--- src/hdl/mali_pkg.sv ---
// Shared constants, types and state codes of the multi-axis linear interpolator.
package mali_pkg;

   // Axis set and angle format
   localparam int AXES_MAX        = 8;
   localparam int AXIS_COUNT      = 8;
   localparam int ANGLE_FRAC_BITS = 8;
   localparam int ANGLE_LIMIT_DEG = 270;
   localparam int ANGLE_W         = 17;
   localparam int STEP_W          = 9;
   localparam int SPEED_W         = 8;
   localparam int AXIS_IDX_W      = (AXIS_COUNT > 1) ? $clog2(AXIS_COUNT) : 1;
   localparam int DIV_CNT_W       = $clog2(ANGLE_W + 1);

   localparam logic [31:0] ANGLE_LIMIT_Q = 32'(ANGLE_LIMIT_DEG) << ANGLE_FRAC_BITS;

   // Request codes
   localparam logic REQ_START = 1'b0;

   typedef enum logic [2:0] {
      ST_IDLE,
      ST_SCAN,
      ST_STEP_DIV,
      ST_AXIS_DIV,
      ST_TICK,
      ST_EMIT
   } state_type;

   typedef struct packed {
      logic                 start;
      logic [ANGLE_W-1:0]   dividend;
      logic [STEP_W-1:0]    divisor;
   } div_req_type;

   typedef struct packed {
      logic                 done;
      logic [ANGLE_W-1:0]   quotient;
      logic [STEP_W-1:0]    remainder;
   } div_rsp_type;

endpackage

--- src/hdl/mali_ifs.sv ---
// Request and response channel interfaces of the multi-axis linear interpolator.
interface mali_req_if;
   logic                           valid;
   logic                           ready;
   logic                           req_type;
   logic [mali_pkg::ANGLE_W-1:0]   target_shoulder_y;
   logic [mali_pkg::ANGLE_W-1:0]   target_shoulder_z;
   logic [mali_pkg::ANGLE_W-1:0]   target_elbow_y;
   logic [mali_pkg::ANGLE_W-1:0]   target_wrist_y;
   logic [mali_pkg::ANGLE_W-1:0]   target_grip_x;
   logic [mali_pkg::ANGLE_W-1:0]   target_grip_y;
   logic [mali_pkg::ANGLE_W-1:0]   target_grip_z;
   logic [mali_pkg::ANGLE_W-1:0]   target_grip_open;
   logic [mali_pkg::SPEED_W-1:0]   move_speed;

   modport source (
      output valid, req_type, target_shoulder_y, target_shoulder_z, target_elbow_y,
             target_wrist_y, target_grip_x, target_grip_y, target_grip_z,
             target_grip_open, move_speed,
      input  ready
   );
   modport sink (
      input  valid, req_type, target_shoulder_y, target_shoulder_z, target_elbow_y,
             target_wrist_y, target_grip_x, target_grip_y, target_grip_z,
             target_grip_open, move_speed,
      output ready
   );
endinterface

interface mali_rsp_if;
   logic                           valid;
   logic                           ready;
   logic [mali_pkg::ANGLE_W-1:0]   pos_shoulder_y;
   logic [mali_pkg::ANGLE_W-1:0]   pos_shoulder_z;
   logic [mali_pkg::ANGLE_W-1:0]   pos_elbow_y;
   logic [mali_pkg::ANGLE_W-1:0]   pos_wrist_y;
   logic [mali_pkg::ANGLE_W-1:0]   pos_grip_x;
   logic [mali_pkg::ANGLE_W-1:0]   pos_grip_y;
   logic [mali_pkg::ANGLE_W-1:0]   pos_grip_z;
   logic [mali_pkg::ANGLE_W-1:0]   pos_grip_open;
   logic                           moving;
   logic                           last_step;

   modport source (
      output valid, pos_shoulder_y, pos_shoulder_z, pos_elbow_y, pos_wrist_y,
             pos_grip_x, pos_grip_y, pos_grip_z, pos_grip_open, moving, last_step,
      input  ready
   );
   modport sink (
      input  valid, pos_shoulder_y, pos_shoulder_z, pos_elbow_y, pos_wrist_y,
             pos_grip_x, pos_grip_y, pos_grip_z, pos_grip_open, moving, last_step,
      output ready
   );
endinterface

--- src/hdl/mali_divider.sv ---
// Shared restoring divider, one quotient bit per cycle.
module mali_divider (
   input  logic                   clock,
   input  logic                   reset,
   input  mali_pkg::div_req_type  div_req,
   output mali_pkg::div_rsp_type  div_rsp
);

   logic                              active_ff, active_in;
   logic                              done_ff, done_in;
   logic [mali_pkg::DIV_CNT_W-1:0]    count_ff, count_in;
   logic [mali_pkg::ANGLE_W-1:0]      quo_ff, quo_in;
   logic [mali_pkg::STEP_W-1:0]       rem_ff, rem_in;
   logic [mali_pkg::STEP_W-1:0]       sor_ff, sor_in;

   logic [mali_pkg::STEP_W:0]         trial;
   logic [mali_pkg::STEP_W:0]         diff;
   logic                              ge;

   always_comb begin
      trial     = {rem_ff, quo_ff[mali_pkg::ANGLE_W-1]};
      ge        = trial >= {1'b0, sor_ff};
      diff      = trial - {1'b0, sor_ff};
      active_in = active_ff;
      done_in   = 1'b0;
      count_in  = count_ff;
      quo_in    = quo_ff;
      rem_in    = rem_ff;
      sor_in    = sor_ff;
      if (div_req.start) begin
         active_in = 1'b1;
         count_in  = mali_pkg::DIV_CNT_W'(mali_pkg::ANGLE_W);
         quo_in    = div_req.dividend;
         rem_in    = '0;
         sor_in    = div_req.divisor;
      end else if (active_ff) begin
         rem_in   = ge ? diff[mali_pkg::STEP_W-1:0] : trial[mali_pkg::STEP_W-1:0];
         quo_in   = {quo_ff[mali_pkg::ANGLE_W-2:0], ge};
         count_in = count_ff - 1'b1;
         if (count_ff == mali_pkg::DIV_CNT_W'(1)) begin
            active_in = 1'b0;
            done_in   = 1'b1;
         end
      end
   end

   always_ff @(posedge clock) begin
      if (reset) begin
         active_ff <= 1'b0;
         done_ff   <= 1'b0;
         count_ff  <= '0;
      end else begin
         active_ff <= active_in;
         done_ff   <= done_in;
         count_ff  <= count_in;
      end
   end

   always_ff @(posedge clock) begin
      quo_ff <= quo_in;
      rem_ff <= rem_in;
      sor_ff <= sor_in;
   end

   assign div_rsp.done      = done_ff;
   assign div_rsp.quotient  = quo_ff;
   assign div_rsp.remainder = rem_ff;

`ifndef NO_ASSERTIONS
   a_start_idle: assert property (@(posedge clock) disable iff (reset)
      div_req.start |-> !active_ff)
      else $error("divider restarted while busy");
   a_rem_below: assert property (@(posedge clock) disable iff (reset)
      done_ff |-> (rem_ff < sor_ff))
      else $error("divider remainder not below divisor");
   a_done_pulse: assert property (@(posedge clock) disable iff (reset)
      done_ff |=> !done_ff)
      else $error("divider done held for more than one cycle");
`endif

endmodule

--- src/hdl/multi_axis_linear_interpolator_unit.sv ---
// Top level of the eight-axis linear move generator.
//
// Usage: items arrive on req_ch (valid/ready). A start item (req_type 0) brings
// eight target angles (degrees, 8 fraction bits, saturated at the angle limit)
// and a speed; a tick item (req_type 1) advances a running move by one step.
// Every item gives exactly one result on rsp_ch: the pose of all axes, moving
// and last_step. A start returns the unchanged pose with moving set.
//
// Timing: one shared restoring divider (one bit a cycle) sets the cost. A
// start scans the axes, divides the step count by the speed, then divides
// each axis delta by the step count into quotient and remainder. A tick
// while moving walks the eight per-axis quotient/remainder accumulators
// through one add-and-compare unit, one axis a cycle. An idle tick goes
// straight to the result. One item at a time: req_ch.ready is high only
// while the sequencer is idle.
//
// Reset: all angles zero, no move running, no result pending.
// Stall: the result waits in an output register; the next item may be taken
// meanwhile, but its result is held back until the register is free.
module multi_axis_linear_interpolator_unit (
   input  logic         clock,
   input  logic         reset,
   mali_req_if.sink     req_ch,
   mali_rsp_if.source   rsp_ch
);

   localparam int AW = mali_pkg::ANGLE_W;
   localparam int SW = mali_pkg::STEP_W;
   localparam int IW = mali_pkg::AXIS_IDX_W;
   localparam int AC = mali_pkg::AXIS_COUNT;
   localparam logic [IW-1:0] AXIS_LAST = IW'(AC - 1);

   // saturate a target at the angle limit
   function automatic logic [AW-1:0] clamp_angle(input logic [AW-1:0] tgt);
      logic [AW-1:0] res;
      res = tgt;
      if (32'(tgt) > mali_pkg::ANGLE_LIMIT_Q) begin
         res = AW'(mali_pkg::ANGLE_LIMIT_Q);
      end
      return res;
   endfunction

   mali_pkg::state_type   state_ff, state_in;
   logic [IW-1:0]         axis_ff, axis_in;
   logic                  issued_ff, issued_in;
   logic                  busy_ff, busy_in;
   logic                  last_ff, last_in;
   logic                  rsp_valid_ff, rsp_valid_in;

   // per-axis storage
   logic [AW-1:0]         cur_ff   [AC];
   logic [AW-1:0]         src_ff   [AC];
   logic [AW-1:0]         tgt_ff   [AC];
   logic [AW-1:0]         dmag_ff  [AC];
   logic                  dneg_ff  [AC];
   logic [AW-1:0]         qd_ff    [AC];
   logic [SW-1:0]         rd_ff    [AC];
   logic [AW-1:0]         qacc_ff  [AC];
   logic [SW-1:0]         racc_ff  [AC];

   logic [mali_pkg::SPEED_W-1:0] speed_ff;
   logic [AW-1:0]         max_ff;
   logic [SW-1:0]         total_ff;
   logic [SW-1:0]         index_ff;

   logic [AW-1:0]         rsp_pos_ff [mali_pkg::AXES_MAX];
   logic                  rsp_moving_ff;
   logic                  rsp_last_ff;

   logic [AW-1:0]         tgt_field [mali_pkg::AXES_MAX];
   logic [AW-1:0]         pos_view  [mali_pkg::AXES_MAX];

   mali_pkg::div_req_type div_req;
   mali_pkg::div_rsp_type div_rsp;

   logic                  req_accept;
   logic                  emit_load;

   // scan datapath
   logic [AW:0]           scan_diff;
   logic [AW:0]           scan_mag_w;
   logic [AW-1:0]         scan_mag;
   logic                  scan_neg;
   logic [AW-1:0]         steps_pre;
   logic [SW-1:0]         total_new;

   // tick datapath
   logic [SW:0]           rsum;
   logic                  wrap;
   logic [SW:0]           rsub;
   logic [SW-1:0]         rnext;
   logic [AW-1:0]         qnext;
   logic [AW:0]           pos_w;
   logic [AW-1:0]         cur_new;
   logic [SW-1:0]         index_next;

   assign tgt_field[0] = req_ch.target_shoulder_y;
   assign tgt_field[1] = req_ch.target_shoulder_z;
   assign tgt_field[2] = req_ch.target_elbow_y;
   assign tgt_field[3] = req_ch.target_wrist_y;
   assign tgt_field[4] = req_ch.target_grip_x;
   assign tgt_field[5] = req_ch.target_grip_y;
   assign tgt_field[6] = req_ch.target_grip_z;
   assign tgt_field[7] = req_ch.target_grip_open;

   // unused axes read as zero
   for (genvar g = 0; g < mali_pkg::AXES_MAX; g++) begin : g_view
      if (g < AC) begin : g_used
         assign pos_view[g] = cur_ff[g];
      end else begin : g_unused
         assign pos_view[g] = '0;
      end
   end

   assign req_ch.ready = (state_ff == mali_pkg::ST_IDLE);
   assign req_accept   = req_ch.valid && req_ch.ready;
   assign emit_load    = (state_ff == mali_pkg::ST_EMIT) && (!rsp_valid_ff || rsp_ch.ready);

   mali_divider u_div (
      .clock   (clock),
      .reset   (reset),
      .div_req (div_req),
      .div_rsp (div_rsp)
   );

   // datapath for the axis under the sequencer
   always_comb begin
      scan_diff  = {1'b0, tgt_ff[axis_ff]} - {1'b0, cur_ff[axis_ff]};
      scan_neg   = scan_diff[AW];
      scan_mag_w = scan_neg ? (~scan_diff + 1'b1) : scan_diff;
      scan_mag   = scan_mag_w[AW-1:0];

      steps_pre  = max_ff >> mali_pkg::ANGLE_FRAC_BITS;
      if (steps_pre == '0) begin
         steps_pre = AW'(1);
      end
      total_new = div_rsp.quotient[SW-1:0];
      if (total_new == '0) begin
         total_new = SW'(1);
      end

      // running remainder stays below the step count, so one subtract folds it
      rsum  = {1'b0, racc_ff[axis_ff]} + {1'b0, rd_ff[axis_ff]};
      wrap  = rsum >= {1'b0, total_ff};
      rsub  = rsum - {1'b0, total_ff};
      rnext = wrap ? rsub[SW-1:0] : rsum[SW-1:0];
      qnext = qacc_ff[axis_ff] + qd_ff[axis_ff] + AW'(wrap);
      pos_w = dneg_ff[axis_ff] ? ({1'b0, src_ff[axis_ff]} - {1'b0, qnext})
                               : ({1'b0, src_ff[axis_ff]} + {1'b0, qnext});
      cur_new = (dneg_ff[axis_ff] && pos_w[AW]) ? '0 : pos_w[AW-1:0];

      index_next = index_ff + 1'b1;
   end

   // sequencer
   always_comb begin
      state_in         = state_ff;
      axis_in          = axis_ff;
      issued_in        = issued_ff;
      busy_in          = busy_ff;
      last_in          = last_ff;
      div_req.start    = 1'b0;
      div_req.dividend = dmag_ff[axis_ff];
      div_req.divisor  = total_ff;
      if (state_ff == mali_pkg::ST_STEP_DIV) begin
         div_req.dividend = steps_pre;
         div_req.divisor  = {1'b0, speed_ff};
      end

      unique case (state_ff)
         mali_pkg::ST_IDLE: begin
            if (req_accept) begin
               axis_in   = '0;
               issued_in = 1'b0;
               if (req_ch.req_type == mali_pkg::REQ_START) begin
                  state_in = mali_pkg::ST_SCAN;
                  busy_in  = 1'b1;
                  last_in  = 1'b0;
               end else if (busy_ff) begin
                  state_in = mali_pkg::ST_TICK;
                  last_in  = index_next >= total_ff;
                  busy_in  = !(index_next >= total_ff);
               end else begin
                  state_in = mali_pkg::ST_EMIT;
                  last_in  = 1'b0;
               end
            end
         end
         mali_pkg::ST_SCAN: begin
            if (axis_ff == AXIS_LAST) begin
               state_in = mali_pkg::ST_STEP_DIV;
            end else begin
               axis_in = axis_ff + 1'b1;
            end
         end
         mali_pkg::ST_STEP_DIV: begin
            if (!issued_ff) begin
               div_req.start = 1'b1;
               issued_in     = 1'b1;
            end else if (div_rsp.done) begin
               state_in  = mali_pkg::ST_AXIS_DIV;
               axis_in   = '0;
               issued_in = 1'b0;
            end
         end
         mali_pkg::ST_AXIS_DIV: begin
            if (!issued_ff) begin
               div_req.start = 1'b1;
               issued_in     = 1'b1;
            end else if (div_rsp.done) begin
               issued_in = 1'b0;
               if (axis_ff == AXIS_LAST) begin
                  state_in = mali_pkg::ST_EMIT;
               end else begin
                  axis_in = axis_ff + 1'b1;
               end
            end
         end
         mali_pkg::ST_TICK: begin
            if (axis_ff == AXIS_LAST) begin
               state_in = mali_pkg::ST_EMIT;
            end else begin
               axis_in = axis_ff + 1'b1;
            end
         end
         mali_pkg::ST_EMIT: begin
            if (emit_load) begin
               state_in = mali_pkg::ST_IDLE;
            end
         end
         default: begin
            state_in = mali_pkg::ST_IDLE;
         end
      endcase

      rsp_valid_in = rsp_valid_ff;
      if (emit_load) begin
         rsp_valid_in = 1'b1;
      end else if (rsp_ch.ready) begin
         rsp_valid_in = 1'b0;
      end
   end

   always_ff @(posedge clock) begin
      if (reset) begin
         state_ff     <= mali_pkg::ST_IDLE;
         axis_ff      <= '0;
         issued_ff    <= 1'b0;
         busy_ff      <= 1'b0;
         last_ff      <= 1'b0;
         rsp_valid_ff <= 1'b0;
      end else begin
         state_ff     <= state_in;
         axis_ff      <= axis_in;
         issued_ff    <= issued_in;
         busy_ff      <= busy_in;
         last_ff      <= last_in;
         rsp_valid_ff <= rsp_valid_in;
      end
   end

   // current pose: reset to zero, written by the tick walk
   always_ff @(posedge clock) begin
      if (reset) begin
         for (int i = 0; i < AC; i++) begin
            cur_ff[i] <= '0;
         end
      end else if (state_ff == mali_pkg::ST_TICK) begin
         cur_ff[axis_ff] <= cur_new;
      end
   end

   // move data
   always_ff @(posedge clock) begin
      if (req_accept && (req_ch.req_type == mali_pkg::REQ_START)) begin
         for (int i = 0; i < AC; i++) begin
            tgt_ff[i] <= clamp_angle(tgt_field[i]);
         end
         speed_ff <= (req_ch.move_speed == '0) ? mali_pkg::SPEED_W'(1) : req_ch.move_speed;
         max_ff   <= '0;
      end
      if (req_accept && (req_ch.req_type != mali_pkg::REQ_START) && busy_ff) begin
         index_ff <= index_next;
      end
      if (state_ff == mali_pkg::ST_SCAN) begin
         src_ff[axis_ff]  <= cur_ff[axis_ff];
         dmag_ff[axis_ff] <= scan_mag;
         dneg_ff[axis_ff] <= scan_neg;
         if (scan_mag > max_ff) begin
            max_ff <= scan_mag;
         end
      end
      if ((state_ff == mali_pkg::ST_STEP_DIV) && issued_ff && div_rsp.done) begin
         total_ff <= total_new;
         index_ff <= '0;
      end
      if ((state_ff == mali_pkg::ST_AXIS_DIV) && issued_ff && div_rsp.done) begin
         qd_ff[axis_ff]   <= div_rsp.quotient;
         rd_ff[axis_ff]   <= div_rsp.remainder;
         qacc_ff[axis_ff] <= '0;
         racc_ff[axis_ff] <= '0;
      end
      if (state_ff == mali_pkg::ST_TICK) begin
         qacc_ff[axis_ff] <= qnext;
         racc_ff[axis_ff] <= rnext;
      end
   end

   // output register
   always_ff @(posedge clock) begin
      if (emit_load) begin
         rsp_pos_ff    <= pos_view;
         rsp_moving_ff <= busy_ff;
         rsp_last_ff   <= last_ff;
      end
   end

   assign rsp_ch.valid          = rsp_valid_ff;
   assign rsp_ch.pos_shoulder_y = rsp_pos_ff[0];
   assign rsp_ch.pos_shoulder_z = rsp_pos_ff[1];
   assign rsp_ch.pos_elbow_y    = rsp_pos_ff[2];
   assign rsp_ch.pos_wrist_y    = rsp_pos_ff[3];
   assign rsp_ch.pos_grip_x     = rsp_pos_ff[4];
   assign rsp_ch.pos_grip_y     = rsp_pos_ff[5];
   assign rsp_ch.pos_grip_z     = rsp_pos_ff[6];
   assign rsp_ch.pos_grip_open  = rsp_pos_ff[7];
   assign rsp_ch.moving         = rsp_moving_ff;
   assign rsp_ch.last_step      = rsp_last_ff;

`ifndef NO_ASSERTIONS
   a_index_in_move: assert property (@(posedge clock) disable iff (reset)
      (busy_ff && (state_ff == mali_pkg::ST_IDLE)) |-> (index_ff < total_ff))
      else $error("step index reached step count while still moving");
   a_rem_bounded: assert property (@(posedge clock) disable iff (reset)
      (state_ff == mali_pkg::ST_TICK) |-> (racc_ff[axis_ff] < total_ff))
      else $error("axis remainder accumulator out of range");
   a_last_ends_move: assert property (@(posedge clock) disable iff (reset)
      (rsp_valid_ff && rsp_last_ff) |-> !rsp_moving_ff)
      else $error("final step reported with move still running");
   a_div_owner: assert property (@(posedge clock) disable iff (reset)
      div_rsp.done |-> ((state_ff == mali_pkg::ST_STEP_DIV) ||
                        (state_ff == mali_pkg::ST_AXIS_DIV)))
      else $error("divider finished outside a divide phase");
`endif

endmodule

--- src/flat_wrapper.sv ---
// flat-port wrapper written by rule: the top's interface ports become plain ports
module multi_axis_linear_interpolator_unit_flat 
  (clock, reset, req_ch_valid, req_ch_req_type, req_ch_target_shoulder_y, req_ch_target_shoulder_z, req_ch_target_elbow_y, req_ch_target_wrist_y, req_ch_target_grip_x, req_ch_target_grip_y, req_ch_target_grip_z, req_ch_target_grip_open, req_ch_move_speed, req_ch_ready, rsp_ch_valid, rsp_ch_pos_shoulder_y, rsp_ch_pos_shoulder_z, rsp_ch_pos_elbow_y, rsp_ch_pos_wrist_y, rsp_ch_pos_grip_x, rsp_ch_pos_grip_y, rsp_ch_pos_grip_z, rsp_ch_pos_grip_open, rsp_ch_moving, rsp_ch_last_step, rsp_ch_ready);
  mali_req_if req_ch_i ();
  mali_rsp_if rsp_ch_i ();
  input  logic clock;
  input  logic reset;
  input wire logic [$bits(req_ch_i.valid)-1:0] req_ch_valid;
  input wire logic [$bits(req_ch_i.req_type)-1:0] req_ch_req_type;
  input wire logic [$bits(req_ch_i.target_shoulder_y)-1:0] req_ch_target_shoulder_y;
  input wire logic [$bits(req_ch_i.target_shoulder_z)-1:0] req_ch_target_shoulder_z;
  input wire logic [$bits(req_ch_i.target_elbow_y)-1:0] req_ch_target_elbow_y;
  input wire logic [$bits(req_ch_i.target_wrist_y)-1:0] req_ch_target_wrist_y;
  input wire logic [$bits(req_ch_i.target_grip_x)-1:0] req_ch_target_grip_x;
  input wire logic [$bits(req_ch_i.target_grip_y)-1:0] req_ch_target_grip_y;
  input wire logic [$bits(req_ch_i.target_grip_z)-1:0] req_ch_target_grip_z;
  input wire logic [$bits(req_ch_i.target_grip_open)-1:0] req_ch_target_grip_open;
  input wire logic [$bits(req_ch_i.move_speed)-1:0] req_ch_move_speed;
  output wire logic [$bits(req_ch_i.ready)-1:0] req_ch_ready;
  output wire logic [$bits(rsp_ch_i.valid)-1:0] rsp_ch_valid;
  output wire logic [$bits(rsp_ch_i.pos_shoulder_y)-1:0] rsp_ch_pos_shoulder_y;
  output wire logic [$bits(rsp_ch_i.pos_shoulder_z)-1:0] rsp_ch_pos_shoulder_z;
  output wire logic [$bits(rsp_ch_i.pos_elbow_y)-1:0] rsp_ch_pos_elbow_y;
  output wire logic [$bits(rsp_ch_i.pos_wrist_y)-1:0] rsp_ch_pos_wrist_y;
  output wire logic [$bits(rsp_ch_i.pos_grip_x)-1:0] rsp_ch_pos_grip_x;
  output wire logic [$bits(rsp_ch_i.pos_grip_y)-1:0] rsp_ch_pos_grip_y;
  output wire logic [$bits(rsp_ch_i.pos_grip_z)-1:0] rsp_ch_pos_grip_z;
  output wire logic [$bits(rsp_ch_i.pos_grip_open)-1:0] rsp_ch_pos_grip_open;
  output wire logic [$bits(rsp_ch_i.moving)-1:0] rsp_ch_moving;
  output wire logic [$bits(rsp_ch_i.last_step)-1:0] rsp_ch_last_step;
  input wire logic [$bits(rsp_ch_i.ready)-1:0] rsp_ch_ready;
  assign req_ch_i.valid = req_ch_valid;
  assign req_ch_i.req_type = req_ch_req_type;
  assign req_ch_i.target_shoulder_y = req_ch_target_shoulder_y;
  assign req_ch_i.target_shoulder_z = req_ch_target_shoulder_z;
  assign req_ch_i.target_elbow_y = req_ch_target_elbow_y;
  assign req_ch_i.target_wrist_y = req_ch_target_wrist_y;
  assign req_ch_i.target_grip_x = req_ch_target_grip_x;
  assign req_ch_i.target_grip_y = req_ch_target_grip_y;
  assign req_ch_i.target_grip_z = req_ch_target_grip_z;
  assign req_ch_i.target_grip_open = req_ch_target_grip_open;
  assign req_ch_i.move_speed = req_ch_move_speed;
  assign req_ch_ready = req_ch_i.ready;
  assign rsp_ch_valid = rsp_ch_i.valid;
  assign rsp_ch_pos_shoulder_y = rsp_ch_i.pos_shoulder_y;
  assign rsp_ch_pos_shoulder_z = rsp_ch_i.pos_shoulder_z;
  assign rsp_ch_pos_elbow_y = rsp_ch_i.pos_elbow_y;
  assign rsp_ch_pos_wrist_y = rsp_ch_i.pos_wrist_y;
  assign rsp_ch_pos_grip_x = rsp_ch_i.pos_grip_x;
  assign rsp_ch_pos_grip_y = rsp_ch_i.pos_grip_y;
  assign rsp_ch_pos_grip_z = rsp_ch_i.pos_grip_z;
  assign rsp_ch_pos_grip_open = rsp_ch_i.pos_grip_open;
  assign rsp_ch_moving = rsp_ch_i.moving;
  assign rsp_ch_last_step = rsp_ch_i.last_step;
  assign rsp_ch_i.ready = rsp_ch_ready;
  multi_axis_linear_interpolator_unit u_core (.clock(clock), .reset(reset), .req_ch(req_ch_i), .rsp_ch(rsp_ch_i));
endmodule
--- config.mk ---
export PLATFORM = sky130hd
export DESIGN_NAME = multi_axis_linear_interpolator_unit_flat
export DESIGN_NICKNAME = d
export VERILOG_FILES = /design/src/hdl/mali_pkg.sv /design/src/hdl/mali_ifs.sv /design/src/hdl/mali_divider.sv /design/src/hdl/multi_axis_linear_interpolator_unit.sv /design/src/flat_wrapper.sv
export SDC_FILE = /design/constraint.sdc
export NUM_CORES = 1
export LEC_CHECK = 0
export BUFFER_PORTS_ARGS = -buffer_cell sky130_fd_sc_hd__buf_2
export CELL_PAD_IN_SITES_DETAIL_PLACEMENT = 1
export CELL_PAD_IN_SITES_GLOBAL_PLACEMENT = 2
export CORE_MARGIN = 1
export CORE_UTILIZATION = 49
export CTS_CLUSTER_SIZE = 16
export DETAILED_ROUTE_END_ITERATION = 6
export HOLD_SLACK_MARGIN = 0.15
export PLACE_DENSITY = 0.85
export SLEW_MARGIN = 20
export SYNTH_ARGS = -nofsm -noshare
export SYNTH_HDL_FRONTEND = slang
export SYNTH_SLANG_ARGS = --single-unit
--- constraint.sdc ---
create_clock -name clock -period 21.3 [get_ports clock]
set_input_delay 1.065 -clock clock [delete_from_list [all_inputs] [get_ports clock]]
set_output_delay 1.065 -clock clock [all_outputs]
set_load 0.05 [all_outputs]
# Yosys cells after proc, flatten, opt, wreduce, memory -nomap -nowiden
# Memories as Yosys holds them, arrays and structs flattened. A register that Yosys moved wholly into a read port is not among the register bits.
# Index checks and enable logic that the tools add are counted.
# totals
regBits	97
ramBits	968
inputBits	149
out_inout_bits	140
word_cells	201
memories	9
# classes
n_addsub	12
order_cmp	12
eq_ne	14
muxes	99
n_bitwise	5
n_reduce_logical	30
# mem_list
memory	depth	word_bits	read_ports	rd_ports_with_merged_regs	write_ports	line	text
u_core.cur_ff	8	17	9	9	8	multi_axis_linear_interpolator_unit.sv:51	logic [AW-1:0] cur_ff [AC];
u_core.dmag_ff	8	17	1	1	1	multi_axis_linear_interpolator_unit.sv:54	logic [AW-1:0] dmag_ff [AC];
u_core.qacc_ff	8	17	1	1	1	multi_axis_linear_interpolator_unit.sv:58	logic [AW-1:0] qacc_ff [AC];
u_core.qd_ff	8	17	1	1	1	multi_axis_linear_interpolator_unit.sv:56	logic [AW-1:0] qd_ff [AC];
u_core.src_ff	8	17	1	1	1	multi_axis_linear_interpolator_unit.sv:52	logic [AW-1:0] src_ff [AC];
u_core.tgt_ff	8	17	1	1	8	multi_axis_linear_interpolator_unit.sv:53	logic [AW-1:0] tgt_ff [AC];
+3 memories	-	-	-	-	-	-	
# ops
operator	n
$mux 17	25
$gt 17x17->1 const B	8
$mux 3	34
$mux 9	4
$sub 17x17->18	2
$mux 1	29
$mux 26	1
$ge 10x9->1	2
$add 17x17->18	1
$mux 18	1
$pmux 3 s6	1
$sub 9x9->9	2
$add 17x1->17	1
$add 17x1->17 const B	1
$add 17x17->17	1
$gt 17x17->1	1
$logic_not 17->1	1
$not 17->17	1
$reduce_or 17->1	1
$pmux 3 s4	1
$add 9x9->10	1
$logic_and 1x1->1	10
$mux 5	2
$add 9x1->9 const B	1
other kinds (24)	40

# Depth between registers and ports, before layout
# Gate-level depths: netlist (run 1).
# depth
depth_word	8
depth_mapped	47
depth_no_buf	41

# Modules after synthesis
# Synthesis (run 1) repeated with hierarchy kept, for this count alone.
# unflattened
cells_unflattened	3102
hier_area_um2	51851.0
# modules_own_cells
mod	n_inst	cells_per_inst	area_per_inst_um2	seq_area_each_um2
multi_axis_linear_interpolator_unit	1	2910	49670.1	34503.1
mali_divider	1	192	2180.8	1101.1

# Worst setup path before layout (run 1)
# Ideal clock, no wire load.
# synth_timing
path_type	reg-to-reg
from	reg with a tool-made name
to	mem u_core.cur_ff[0][10] (netlist name) (data pin)
setup_time_ns	0.266
arrival_ns	9.330
required_time_ns	21.034
path_slack_ns	11.704
path_stages_with_launch	46
path_buffers	6
synth_period_minus_slack_ns	9.596
path_cell_list	dfxtp_1 > buf_2 > buf_2 > clkbuf_1 > buf_2 > mux4_2 > mux2_2 > ha_1 > fa_1 > a21oi_1 > nor2_1 > nor2_1 > o21bai_1 > a21oi_1 > o21bai_1 > a21oi_1 > xnor2_1 > ha_1 > (+10 left out) > nor2_1 > or3_1 > nor4b_1 > nand2_1 > nand2_1 > xor2_1 > ha_1 > and2_1 > a22oi_1 > nand2b_1 > a21o_1 > a21oi_1 > nor2b_1 > a311o_1 > a31o_2 > buf_1 > nand2_1 > nor2_1
# synth_lines
element	line
to (decl)	multi_axis_linear_interpolator_unit.sv:51

==> impl_metrics.env, run 1 <==
export IMPL_outcome="finished clean"
export IMPL_rows=118
export IMPL_crit_path_max_incr_delay_ns=0.85
export IMPL_root_buf_cell="sky130_fd_sc_hd__clkbuf_16"
export IMPL_multi_input_area_sq_um=14900
export IMPL_cts_htree_levels=3
export IMPL_detailedRoute_firstIterationViolations=2517
export IMPL_transition_time_of_the_tightest_slew_check_pin_ns=1.24
export IMPL_detail_route_wirelength_microns=139000
export IMPL_design_die_area_sq_um=106000
export IMPL_dp_worst_setup_slack_ns=10.17
export IMPL_worstSetupStartpointType="flop"
export IMPL_die_h_microns=326
export IMPL_min_delay_path_class="reg2reg"
export IMPL_cts_reportedPaths_clkPinSlew_ns=0.07
export IMPL_minimum_clock_period_ns=11.24
export IMPL_postSynth_asyncResetShare=0
export IMPL_number_of_enable_flip_flop_cells_after_synthesis=1149
export IMPL_final_core_util=0.560
export IMPL_clock_latency_ns=0.72
export IMPL_post_syn_area_sq_um=51300
export IMPL_first_global_vias=30735
export IMPL_detail_route_drc_violations=0
export IMPL_seq_area_sq_um=35600
export IMPL_io_buffers=288
export IMPL_place_congestion=0.917
export IMPL_worstRegToRegCells=41
export IMPL_max_slew_violation_count=0
export IMPL_critical_path_required_ns=21.73
export IMPL_cts_hold_fix_buffers=0
export IMPL_syn_nets=3313
export IMPL_max_cap_violations=0
export IMPL_cells_resized_by_post_cts_repair=0
export IMPL_antenna_left=0
export IMPL_vias=28790
export IMPL_worst_setup_path_type="reg2reg"
export IMPL_setup_viol=0
export IMPL_core_area_sq_um=104000
export IMPL_finalNetCount=3612
export IMPL_synthToLayoutAreaGrowth_pct=13.2
export IMPL_post_cts_setup_buffers=0
export IMPL_worst_path_most_repeated_cell="sky130_fd_sc_hd__nand2_1"
export IMPL_grt_start_max_net_pins=137
export IMPL_total_switching_power_mw=3.64
export IMPL_die_w_microns=326
export IMPL_timing_final_ws_setup_ns=10.06
export IMPL_crit_slowest_cell="sky130_fd_sc_hd__dfxtp_4"
export IMPL_ys_seq_elements=1204
export IMPL_synth_avg_cell_area_sq_um=16.8
export IMPL_synth_top_flop_cell="sky130_fd_sc_hd__edfxtp_1"
export IMPL_power_frac_comb=0.424
export IMPL_cellLeakagePower_nw=19.6
export IMPL_final_hpwl_dp_microns=92300
export IMPL_number_of_distinct_standard_cells_referenced_by_the_synthesized_netlist=66
export IMPL_ys_seq_area_frac=0.694
export IMPL_sw_frac_of_total=0.394
export IMPL_power_density_over_the_cells_nw_per_um2=159
export IMPL_grt_usage=0.261
export IMPL_cts_buffers=119
export IMPL_timing_setup_tns_ns=0
export IMPL_detailedRoute_firstPassIterationCount=7
export IMPL_vdd_ir_drop_worst_mv=0.123
export IMPL_pwr_share_clk=0.215
export IMPL_arrival_ns=11.67
export IMPL_final_worst_path_period_share=0.528
export IMPL_final_layout_size_suffix_gt1_frac=0.254
export IMPL_initial_utilization=0.495
export IMPL_crit_path_max_fanout=51
export IMPL_numClockSinks=1204
export IMPL_layout_filler_cells=9627
export IMPL_internal_power_mw=5.59
export IMPL_initial_antenna_violation_count=4
export IMPL_power_frac_seq=0.361
export IMPL_routed_via_density=5.96
export IMPL_grt_setup_unrepaired="false"
export IMPL_synthCells=3049
export IMPL_worst_setup_path_end_kind="flop"
export IMPL_sum_of_overflow_across_all_layers_after_global_routing=0
export IMPL_post_drt_wl_per_cell_microns=28.7
export IMPL_io_pins=289
export IMPL_clk_path_buf_depth=3
export IMPL_yosysWarnings=0
export IMPL_skew_ns=0.0422
export IMPL_maxClockFrequency_ghz=0.0890
export IMPL_final_hold_viol_count=0
export IMPL_max_slew_margin_rel=0.175
export IMPL_cts_tree="built"
export IMPL_grt_pass1_wl_microns=203000
export IMPL_worst_hold_path_num_cells=0
==> cell usage after synthesis, drive strengths merged (20+ instances only) <==
| master | number | share of area |
|---|---|---|
| edfxtp | 1149 | 0.67 |
| nand3 | 25 | 0.0024 |
| ha | 108 | 0.026 |
| nor2 | 262 | 0.019 |
| mux4 | 242 | 0.11 |
| nand2b | 59 | 0.0072 |
| xnor2 | 60 | 0.010 |
| dfxtp | 55 | 0.021 |
| a21oi | 69 | 0.0067 |
| buf | 40 | 0.0034 |
| nor2b | 58 | 0.0071 |
| or3 | 20 | 0.0024 |
| and2 | 84 | 0.010 |
| nor3 | 40 | 0.0040 |
| o21ai | 94 | 0.0092 |
| nand2 | 104 | 0.0076 |
| mux2 | 93 | 0.020 |
| inv | 82 | 0.0060 |
| mux2i | 55 | 0.011 |
| clkbuf | 114 | 0.0083 |
| xor2 | 44 | 0.0075 |
| a21o | 29 | 0.0042 |
==> per-layer routing <==
layer / up-vias / global-route usage / share of wire
met2: 1133 / 0.453 / 0.51
met3: 251 / 0.0371 / 0.065
met4: 4 / 0.0797 / 0.028
met5: - / 0 / 0.00016
met1: 15003 / 0.341 / 0.40
li1: 12399 / - / -
==> cell families after synthesis <==
group / share of synthesized area
flops: 0.694
compound gates: 0.0343
mux: 0.137
buf+inv: 0.0177
xor+xnor: 0.0178
simple gates: 0.0694
fa+ha+maj: 0.0291
==> power groups by stage <==
stage	Combinational (mW)	Sequential, mW	Clock, mW
after floorplan	2.63	3.35	0
after global placement	3.63	3.35	0
after detailed placement	3.85	3.38	0
after CTS	3.90	3.33	2.01
after global routing	4.23	3.35	2.08
final	3.91	3.33	1.98
==> placed cells by master (no fill, tap or decap), types with 27 or more instances in the layout <==
cell type	Yosys	final
sky130_fd_sc_hd__nor3_1	39	38
sky130_fd_sc_hd__a21o_1	29	29
sky130_fd_sc_hd__buf_4	0	39
sky130_fd_sc_hd__clkbuf_16	0	119
sky130_fd_sc_hd__ha_1	108	108
sky130_fd_sc_hd__buf_2	18	288
sky130_fd_sc_hd__mux4_2	242	242
sky130_fd_sc_hd__and2_1	84	84
sky130_fd_sc_hd__mux2i_1	55	55
sky130_fd_sc_hd__clkinv_2	0	27
sky130_fd_sc_hd__xor2_1	44	44
sky130_fd_sc_hd__clkbuf_1	114	37
sky130_fd_sc_hd__inv_1	82	81
sky130_fd_sc_hd__nand2b_1	59	59
sky130_fd_sc_hd__nor2b_1	58	57
sky130_fd_sc_hd__nand2_1	104	104
sky130_fd_sc_hd__nor2_1	262	237
sky130_fd_sc_hd__o21ai_0	90	85
sky130_fd_sc_hd__xnor2_1	60	60
sky130_fd_sc_hd__a21oi_1	69	69
sky130_fd_sc_hd__dfxtp_1	55	52
sky130_fd_sc_hd__mux2_2	93	93
sky130_fd_sc_hd__edfxtp_1	1149	1149
==> sequential cells by signal, summed over array words and instances, names as in the netlist, 72 cells and up, named ones only <==
name	count
u_core.qacc_ff	136
u_core.rd_ff	72
u_core.tgt_ff	136
u_core.src_ff	136
u_core.racc_ff	72
u_core.qd_ff	136
u_core.dmag_ff	136
u_core.cur_ff	136
==> through the flow <==
step | cell area [sq um] | hold slack (ns) | std cells | power, mW
after floorplan | 51300 | 0.408 | 3049 | 5.98
after global placement | 54400 | 0.428 | 4606 | 6.99
after detailed placement | 54400 | 0.434 | 4607 | 7.23
after CTS | 58000 | 0.443 | 4826 | 9.24
after global routing | 58000 | 0.458 | 4826 | 9.66
final | 58000 | 0.433 | 4828 | 9.22
==> cell type report <==
class / count / share of cell area
clock buffers: 158 / 0.0542
flip-flops and latches: 1204 / 0.614
diodes: 2 / 0.0000862
repair buffers: 332 / 0.0315
multi-input cells: 1609 / 0.257
well taps: 1380 / 0.0298
clock inverters: 61 / 0.00819
inverters: 82 / 0.00539
==> critical path, delay by kind of cell (launching register included) <==
family | cells | cell delay (ns)
flip-flops | 1 | 0.85
buffers and inverters | 2 | 0.99
AO/OA/AOI/OAI | 14 | 3.66
XOR/XNOR | 3 | 0.50
AND/OR/NAND/NOR | 15 | 2.63
multiplexers | 2 | 0.69
adder cells (fa/ha/maj) | 5 | 1.52
==> final timing paths <==
| path | startpoint | to | slack [ns] |
|---|---|---|---|
| max | flop | u_core.cur_ff[4][3] | 10.06 |
| max reg2reg | flop | u_core.cur_ff[4][3] | 10.06 |
| min | u_core.cur_ff[4][16] | rsp_ch_pos_grip_x[16] | 0.43 |
| min reg2reg | u_core.cur_ff[4][16] | rsp_ch_pos_grip_x[16] | 0.43 |
(Power assumes the default switching activity.)
==> run 2: changes to the inputs <==
--- a/config.mk
+++ b/config.mk
@@ -9,11 +9,11 @@
 export CELL_PAD_IN_SITES_DETAIL_PLACEMENT = 1
 export CELL_PAD_IN_SITES_GLOBAL_PLACEMENT = 2
 export CORE_MARGIN = 1
-export CORE_UTILIZATION = 49
+export CORE_UTILIZATION = 46
 export CTS_CLUSTER_SIZE = 16
 export DETAILED_ROUTE_END_ITERATION = 6
 export HOLD_SLACK_MARGIN = 0.15
-export PLACE_DENSITY = 0.85
+export PLACE_DENSITY = 0.81
 export SLEW_MARGIN = 20
 export SYNTH_ARGS = -nofsm -noshare
 export SYNTH_HDL_FRONTEND = slang
==> constraint.sdc (replaced) <==
create_clock -name clock -period 11.7 [get_ports clock]
set_input_delay 0.585 -clock clock [delete_from_list [all_inputs] [get_ports clock]]
set_output_delay 0.585 -clock clock [all_outputs]
set_load 0.05 [all_outputs]
==> run 2 against run 1 <==
- via count up 0.49%
- clock-buffer cell count down 9
- sequential power up 81%
- first-iteration DRC count down 8.6%
- clock power up 99%
- die area up 6.5%
- critical path depth down 1
==> impl_metrics.env, run 2 (synthesis results as in run 1) <==
export IMPL_outcome="finished clean"
export IMPL_cts_htree_levels=3
export IMPL_vias=28932
export IMPL_vdd_ir_drop_worst_mv=0.257
export IMPL_minimum_clock_period_ns=10.53
export IMPL_grt_setup_unrepaired="false"
export IMPL_clk_path_buf_depth=3
export IMPL_place_congestion=0.886
export IMPL_design_die_area_sq_um=113000
export IMPL_io_buffers=288
export IMPL_commonest_non_fill_non_tap_cells_in_the_layout="1,149 x sky130_fd_sc_hd__edfxtp_1, 288 x sky130_fd_sc_hd__buf_2, 242 x sky130_fd_sc_hd__mux4_2, 237 x sky130_fd_sc_hd__nor2_1, 121 x sky130_fd_sc_hd__clkbuf_16"
export IMPL_crit_path_max_fanout=31
export IMPL_worst_setup_path_type="reg2reg"
export IMPL_dpl_instance_area_sq_um=54600
export IMPL_cts_buffers=121
export IMPL_max_cap_violations=0
export IMPL_detail_route_wirelength_microns=140000
export IMPL_core_area_sq_um=111000
export IMPL_first_global_vias=31188
export IMPL_final_layout_size_suffix_gt1_frac=0.256
export IMPL_final_core_util=0.538
export IMPL_cellLeakagePower_nw=20.2
export IMPL_io_pins=289
export IMPL_final_std_cell_area_no_fill_sq_um=59600
export IMPL_finalNetCount=3712
export IMPL_crit_slowest_cell="sky130_fd_sc_hd__dfxtp_4"
export IMPL_grt_usage=0.250
export IMPL_grt_start_max_net_pins=88
export IMPL_power_density_over_the_cells_nw_per_um2=291
export IMPL_layout_cells_most_common="sky130_fd_sc_hd__edfxtp_1"
export IMPL_cts_tree="built"
export IMPL_setup_viol=0
export IMPL_maxClockFrequency_ghz=0.0950
export IMPL_dp_worst_setup_slack_ns=1.24
export IMPL_detailedRoute_firstPassIterationCount=5
export IMPL_numClockSinks=1204
export IMPL_worst_setup_path_end_kind="flop"
export IMPL_arrival_ns=10.97
export IMPL_final_worst_path_period_share=0.900
export IMPL_final_hpwl_dp_microns=93100
export IMPL_final_hold_viol_count=0
export IMPL_skew_ns=0.0534
export IMPL_antenna_left=0
export IMPL_clock_latency_ns=0.74
export IMPL_synthToLayoutAreaGrowth_pct=16.1
export IMPL_sum_of_overflow_across_all_layers_after_global_routing=0
export IMPL_critical_path_required_ns=12.14
export IMPL_cells_resized_by_post_cts_repair=0
export IMPL_die_w_microns=336
export IMPL_crit_path_max_incr_delay_ns=0.76
export IMPL_worstSetupStartpointType="flop"
export IMPL_transition_time_of_the_tightest_slew_check_pin_ns=1.24
export IMPL_post_drt_wl_per_cell_microns=27.7
export IMPL_root_buf_cell="sky130_fd_sc_hd__clkbuf_16"
export IMPL_cts_reportedPaths_clkPinSlew_ns=0.06
export IMPL_max_slew_margin_rel=0.171
export IMPL_initial_antenna_violation_count=4
export IMPL_min_delay_path_class="in2reg"
export IMPL_timing_setup_tns_ns=0
export IMPL_die_h_microns=336
export IMPL_max_slew_violation_count=0
export IMPL_initial_utilization=0.463
export IMPL_rows=122
export IMPL_grt_pass1_wl_microns=204000
export IMPL_routed_via_density=5.74
export IMPL_detail_route_drc_violations=0
export IMPL_detailedRoute_firstIterationViolations=2300
export IMPL_timing_final_ws_setup_ns=1.17
==> run 2: cell count changes in the layout (fill, tap and decap cells not counted), sizes merged <==
cell,delta
buf,+18
bufinv,+11
clkbuf,-9
clkinv,-1
clkinvlp,+4
dlygate4sd3,+80
inv,+2
==> run 2: layout make-up <==
cell class | count | area, sq um
Sequential cell | 1204 | 35600
Fill cell | 10306 | 51100
Timing Repair Buffer | 430 | 2760
Clock buffer | 149 | 3160
Antenna cell | 2 | 5.00
Multi-Input combinational cell | 1609 | 14900
Inverter | 82 | 313
Tap cell | 1488 | 1860
Clock inverter | 77 | 905
==> run 2: path summary, 6_finish.rpt <==
| check | start | endpoint | slack (ns) | cells past startpoint |
|---|---|---|---|---|
| min reg2reg | u_core.cur_ff[6][16] | rsp_ch_pos_grip_z[16] | 0.44 | 0 |
| max | flop | u_core.cur_ff[1][6] | 1.17 | 40 |
| max reg2reg | flop | u_core.cur_ff[1][6] | 1.17 | 40 |
| min | req_ch_target_wrist_y[15] | u_core.tgt_ff[3][15] | 0.18 | 2 |
==> run 2: timing repair <==
action / CTS / global route
hold buffers: 80 / 0
hold endpoints to repair: 80 / 0
setup buffers: 0 / 0
==> run 2: worst max-delay path: cells and delay by family (launching register included) <==
family | cells | cell delay, ns
mux | 2 | 0.88
buf+inv | 1 | 0.31
compound gates | 12 | 3.02
fa+ha+maj | 6 | 1.80
flops | 1 | 0.76
simple gates | 17 | 3.11
xor+xnor | 2 | 0.35
==> run 2: metal layers <==
metal  global-route usage  part of all wire  up-vias  routed length, microns
li1                     -                 -    12608                       -
met4               0.0880             0.034        4                    4730
met2                0.431              0.50     1006                   70300
met5                    0           0.00021        -                      29
met3               0.0469             0.064      255                    8960
met1                0.314              0.40    15059                   55600
==> run 2: through the flow <==
step	power, mW	std cells	hold WS (ns)
after global routing	18.2	5039	0.178
after detailed placement	13.4	4731	0.436
after CTS	17.4	5037	0.151
after global placement	13.0	4731	0.425
final	17.4	5041	0.184
after floorplan	10.9	3049	0.408
==> run 2: where the power goes <==
group | leakage [nW] | switching, mW | total (mW) | internal [mW]
Sequential | 11.1 | 0.285 | 6.04 | 5.75
Combinational | 7.09 | 4.78 | 7.36 | 2.58
Clock | 1.96 | 1.67 | 3.95 | 2.28
==> run 3: changes to the inputs <==
--- a/config.mk
+++ b/config.mk
@@ -5,11 +5,12 @@
 export SDC_FILE = /design/constraint.sdc
 export NUM_CORES = 1
 export LEC_CHECK = 0
+export ABC_AREA = 1
 export BUFFER_PORTS_ARGS = -buffer_cell sky130_fd_sc_hd__buf_2
 export CELL_PAD_IN_SITES_DETAIL_PLACEMENT = 1
 export CELL_PAD_IN_SITES_GLOBAL_PLACEMENT = 2
 export CORE_MARGIN = 1
-export CORE_UTILIZATION = 46
+export CORE_UTILIZATION = 41
 export CTS_CLUSTER_SIZE = 16
 export DETAILED_ROUTE_END_ITERATION = 6
 export HOLD_SLACK_MARGIN = 0.15
==> run 3 against run 2 <==
- wire length increased by 19%
- core utilization down 5.5 points
- critical path type unchanged
- area after synthesis is 4.0% higher
- clock-buffer cell count rose by 24
- critical path depth grew 6
- hold slack improved by 0.0083 ns
- synthesized cell count increased by 60%
==> impl_metrics.env, run 3 <==
export IMPL_outcome="finished clean"
export IMPL_worst_setup_path_end_kind="flop"
export IMPL_n_antenna_cell=0
export IMPL_synth_avg_cell_area_sq_um=10.9
export IMPL_max_slew_margin_rel=0.206
export IMPL_ys_seq_elements=1204
export IMPL_minimum_clock_period_ns=9.57
export IMPL_root_buf_cell="sky130_fd_sc_hd__clkbuf_16"
export IMPL_yosysMostFrequentCell="sky130_fd_sc_hd__edfxtp_1"
export IMPL_finalNetCount=5515
export IMPL_commonest_non_fill_non_tap_cells_in_the_layout="1,149 x sky130_fd_sc_hd__edfxtp_1, 1,082 x sky130_fd_sc_hd__nor2_1, 595 x sky130_fd_sc_hd__o21ai_0, 478 x sky130_fd_sc_hd__nand2_1, 398 x sky130_fd_sc_hd__inv_1"
export IMPL_max_cap_violations=0
export IMPL_cts_buffers=132
export IMPL_cp_top_family="simple AND/OR/NAND/NOR gates"
export IMPL_post_syn_area_sq_um=53300
export IMPL_worstSetupStartpointType="flop"
export IMPL_worst_path_most_repeated_cell="sky130_fd_sc_hd__nand2_1"
export IMPL_synth_largest_area_cell="sky130_fd_sc_hd__edfxtp_1"
export IMPL_grt_pass1_wl_microns=249000
export IMPL_grt_start_max_net_pins=127
export IMPL_crit_reg2reg_capture="u_core.cur_ff[7][2]"
export IMPL_die_w_microns=363
export IMPL_die_h_microns=363
export IMPL_layout_filler_cells=13772
export IMPL_stages_on_the_worst_setup_path=46
export IMPL_final_std_cell_area_no_fill_sq_um=62000
export IMPL_rows=131
export IMPL_postSynth_asyncResetShare=0
export IMPL_grt_usage=0.252
export IMPL_antenna_left=0
export IMPL_number_of_enable_flip_flop_cells_after_synthesis=1149
export IMPL_crit_slowest_cell="sky130_fd_sc_hd__nand3_2"
export IMPL_skew_ns=0.0324
export IMPL_clock_latency_ns=0.77
export IMPL_detailroute_wirelength_met2_microns=84200
export IMPL_detail_route_drc_violations=0
export IMPL_critical_path_required_ns=12.16
export IMPL_io_pins=289
export IMPL_final_hpwl_dp_microns=107000
export IMPL_maxClockFrequency_ghz=0.104
export IMPL_setup_viol=0
export IMPL_crit_path_max_fanout=110
export IMPL_core_area_sq_um=128000
export IMPL_dr_max_layer_used="met4"
export IMPL_detail_route_wirelength_microns=166000
export IMPL_max_slew_violation_count=0
export IMPL_crit_path_max_incr_delay_ns=0.67
export IMPL_cells_resized_by_post_cts_repair=0
export IMPL_grt_setup_unrepaired="false"
export IMPL_yosysWarnings=0
export IMPL_synthCells=4891
export IMPL_cp_buffers_inverters=5
export IMPL_sum_of_overflow_across_all_layers_after_global_routing=0
export IMPL_transition_time_of_the_tightest_slew_check_pin_ns=1.19
export IMPL_final_hold_viol_count=0
export IMPL_design_die_area_sq_um=132000
export IMPL_cts_reportedPaths_clkPinSlew_ns=0.06
export IMPL_wl_met3_microns=7810
export IMPL_min_delay_path_class="in2reg"
export IMPL_first_global_vias=40070
export IMPL_post_drt_wl_per_cell_microns=23.5
export IMPL_final_worst_path_period_share=0.818
export IMPL_synth_top_cells_by_area="sky130_fd_sc_hd__edfxtp_1 65%, sky130_fd_sc_hd__nor2_1 7.8%, sky130_fd_sc_hd__o21ai_0 5.6%, sky130_fd_sc_hd__nand2_1 3.4%, sky130_fd_sc_hd__inv_1 2.8%"
export IMPL_post_cts_setup_buffers=0
export IMPL_arrival_ns=10.03
export IMPL_cts_tree="built"
export IMPL_initial_utilization=0.416
export IMPL_clk_path_buf_depth=3
export IMPL_detailedRoute_firstIterationViolations=2958
export IMPL_whs_endpoint="u_core.tgt_ff[6][5]"
export IMPL_dp_worst_setup_slack_ns=2.21
export IMPL_synthToLayoutAreaGrowth_pct=16.2
export IMPL_timing_final_ws_setup_ns=2.13
export IMPL_ys_seq_area_frac=0.668
export IMPL_syn_nets=5155
export IMPL_numClockSinks=1204
export IMPL_met1_length_microns=70400
export IMPL_number_of_distinct_standard_cells_referenced_by_the_synthesized_netlist=59
export IMPL_dpl_instance_area_sq_um=56800
export IMPL_timing_setup_tns_ns=0
export IMPL_routed_via_density=5.45
export IMPL_worstRegToRegCells=46
export IMPL_synth_top_flop_cell="sky130_fd_sc_hd__edfxtp_1"
export IMPL_io_buffers=288
export IMPL_detailedRoute_firstPassIterationCount=7
export IMPL_netlist_area_leader_share=0.647
export IMPL_synth_top_cells_by_count="1,149 x sky130_fd_sc_hd__edfxtp_1, 1,109 x sky130_fd_sc_hd__nor2_1, 597 x sky130_fd_sc_hd__o21ai_0"
export IMPL_cts_htree_levels=4
export IMPL_layout_cells_most_common="sky130_fd_sc_hd__edfxtp_1"
export IMPL_place_congestion=0.857
export IMPL_initial_antenna_violation_count=3
export IMPL_vias=38568
export IMPL_final_layout_size_suffix_gt1_frac=0.125
export IMPL_worst_hold_path_num_cells=3
export IMPL_worst_hold_startpoint="req_ch_target_grip_z[5]"
export IMPL_timing_reg2reg_setup_slack_ns=2.13
export IMPL_worst_setup_path_type="reg2reg"
export IMPL_hold_ws_ns=0.193
## run 3: changes by cell type after synthesis, sizes merged, moves of 48 or more
cell	delta
a31oi	+68
and2	-78
clkbuf	+48
inv	+323
mux2	-93
mux2i	-55
mux4	-242
nand2	+391
nand2b	-59
nand3	+91
nor2	+859
nor2b	-58
o21ai	+507
o22ai	+138
## run 3: layer usage
| metal | up-vias | track usage |
|---|---|---|
| met2 | 988 | 0.440 |
| met1 | 19558 | 0.326 |
| met3 | 237 | 0.0334 |
| li1 | 17785 | - |
| met4 | 0 | 0.0736 |
| met5 | - | 0 |
## run 3: worst reg2reg max path, delay by kind of cell (launching register included)
kind / cells / cell delay, ns
buffers and inverters: 5 / 0.87
AOI/OAI and AO/OA: 8 / 1.70
xor gates and xnor gates: 1 / 0.16
adders and majority gates: 5 / 2.06
and+or+nand+nor: 27 / 4.12
DFF: 1 / 0.39
## run 3: metrics by stage
step | instances | util
2_1_floorplan | 4891 | -
3_3_place_gp | 6748 | 0.442
3_5_place_dp | 6748 | 0.442
4_1_cts | 7083 | 0.483
5_1_grt | 7083 | 0.483
6_report | 7083 | 0.483
## run 3: logic make-up after synthesis
group / synth area share
simple gates: 0.141
fa+ha+maj: 0.0280
buf+inv: 0.0482
xor+xnor: 0.00997
compound gates: 0.105
flops: 0.668
## run 3: worst max-delay path by stage
stage	startpoint	to	slack (ns)
2_1_floorplan	u_core.state_ff[0]	u_core.max_ff[10]	3.22
3_3_place_gp	flop	u_core.cur_ff[3][4]	2.47
3_5_place_dp	flop	u_core.cur_ff[7][2]	2.21
4_1_cts	flop	u_core.cur_ff[7][2]	2.13
5_1_grt	flop	u_core.cur_ff[7][2]	1.22
6_report	flop	u_core.cur_ff[7][2]	2.13
## run 3: final cells by class
cell class / count / area [sq um] / area share
clock buffers: 173 / 3610 / 0.0583
repair buffers: 473 / 3140 / 0.0506
inverters: 407 / 1550 / 0.0249
clock inverters: 64 / 602 / 0.00971
flip-flops and latches: 1204 / 35600 / 0.575
multi-input cells: 3033 / 15300 / 0.247
well taps: 1729 / 2160 / 0.0349
## run 3: timing repair
item                                   in CTS  in global routing
hold buffers                               98                  0
endpoints found under the hold margin      98                  0
setup endpoints to repair                   0                  0
Power of run 3 is left out: the tool's default activity adds up to more than one toggle a clock period on the data nets, which glitch-free logic cannot reach.
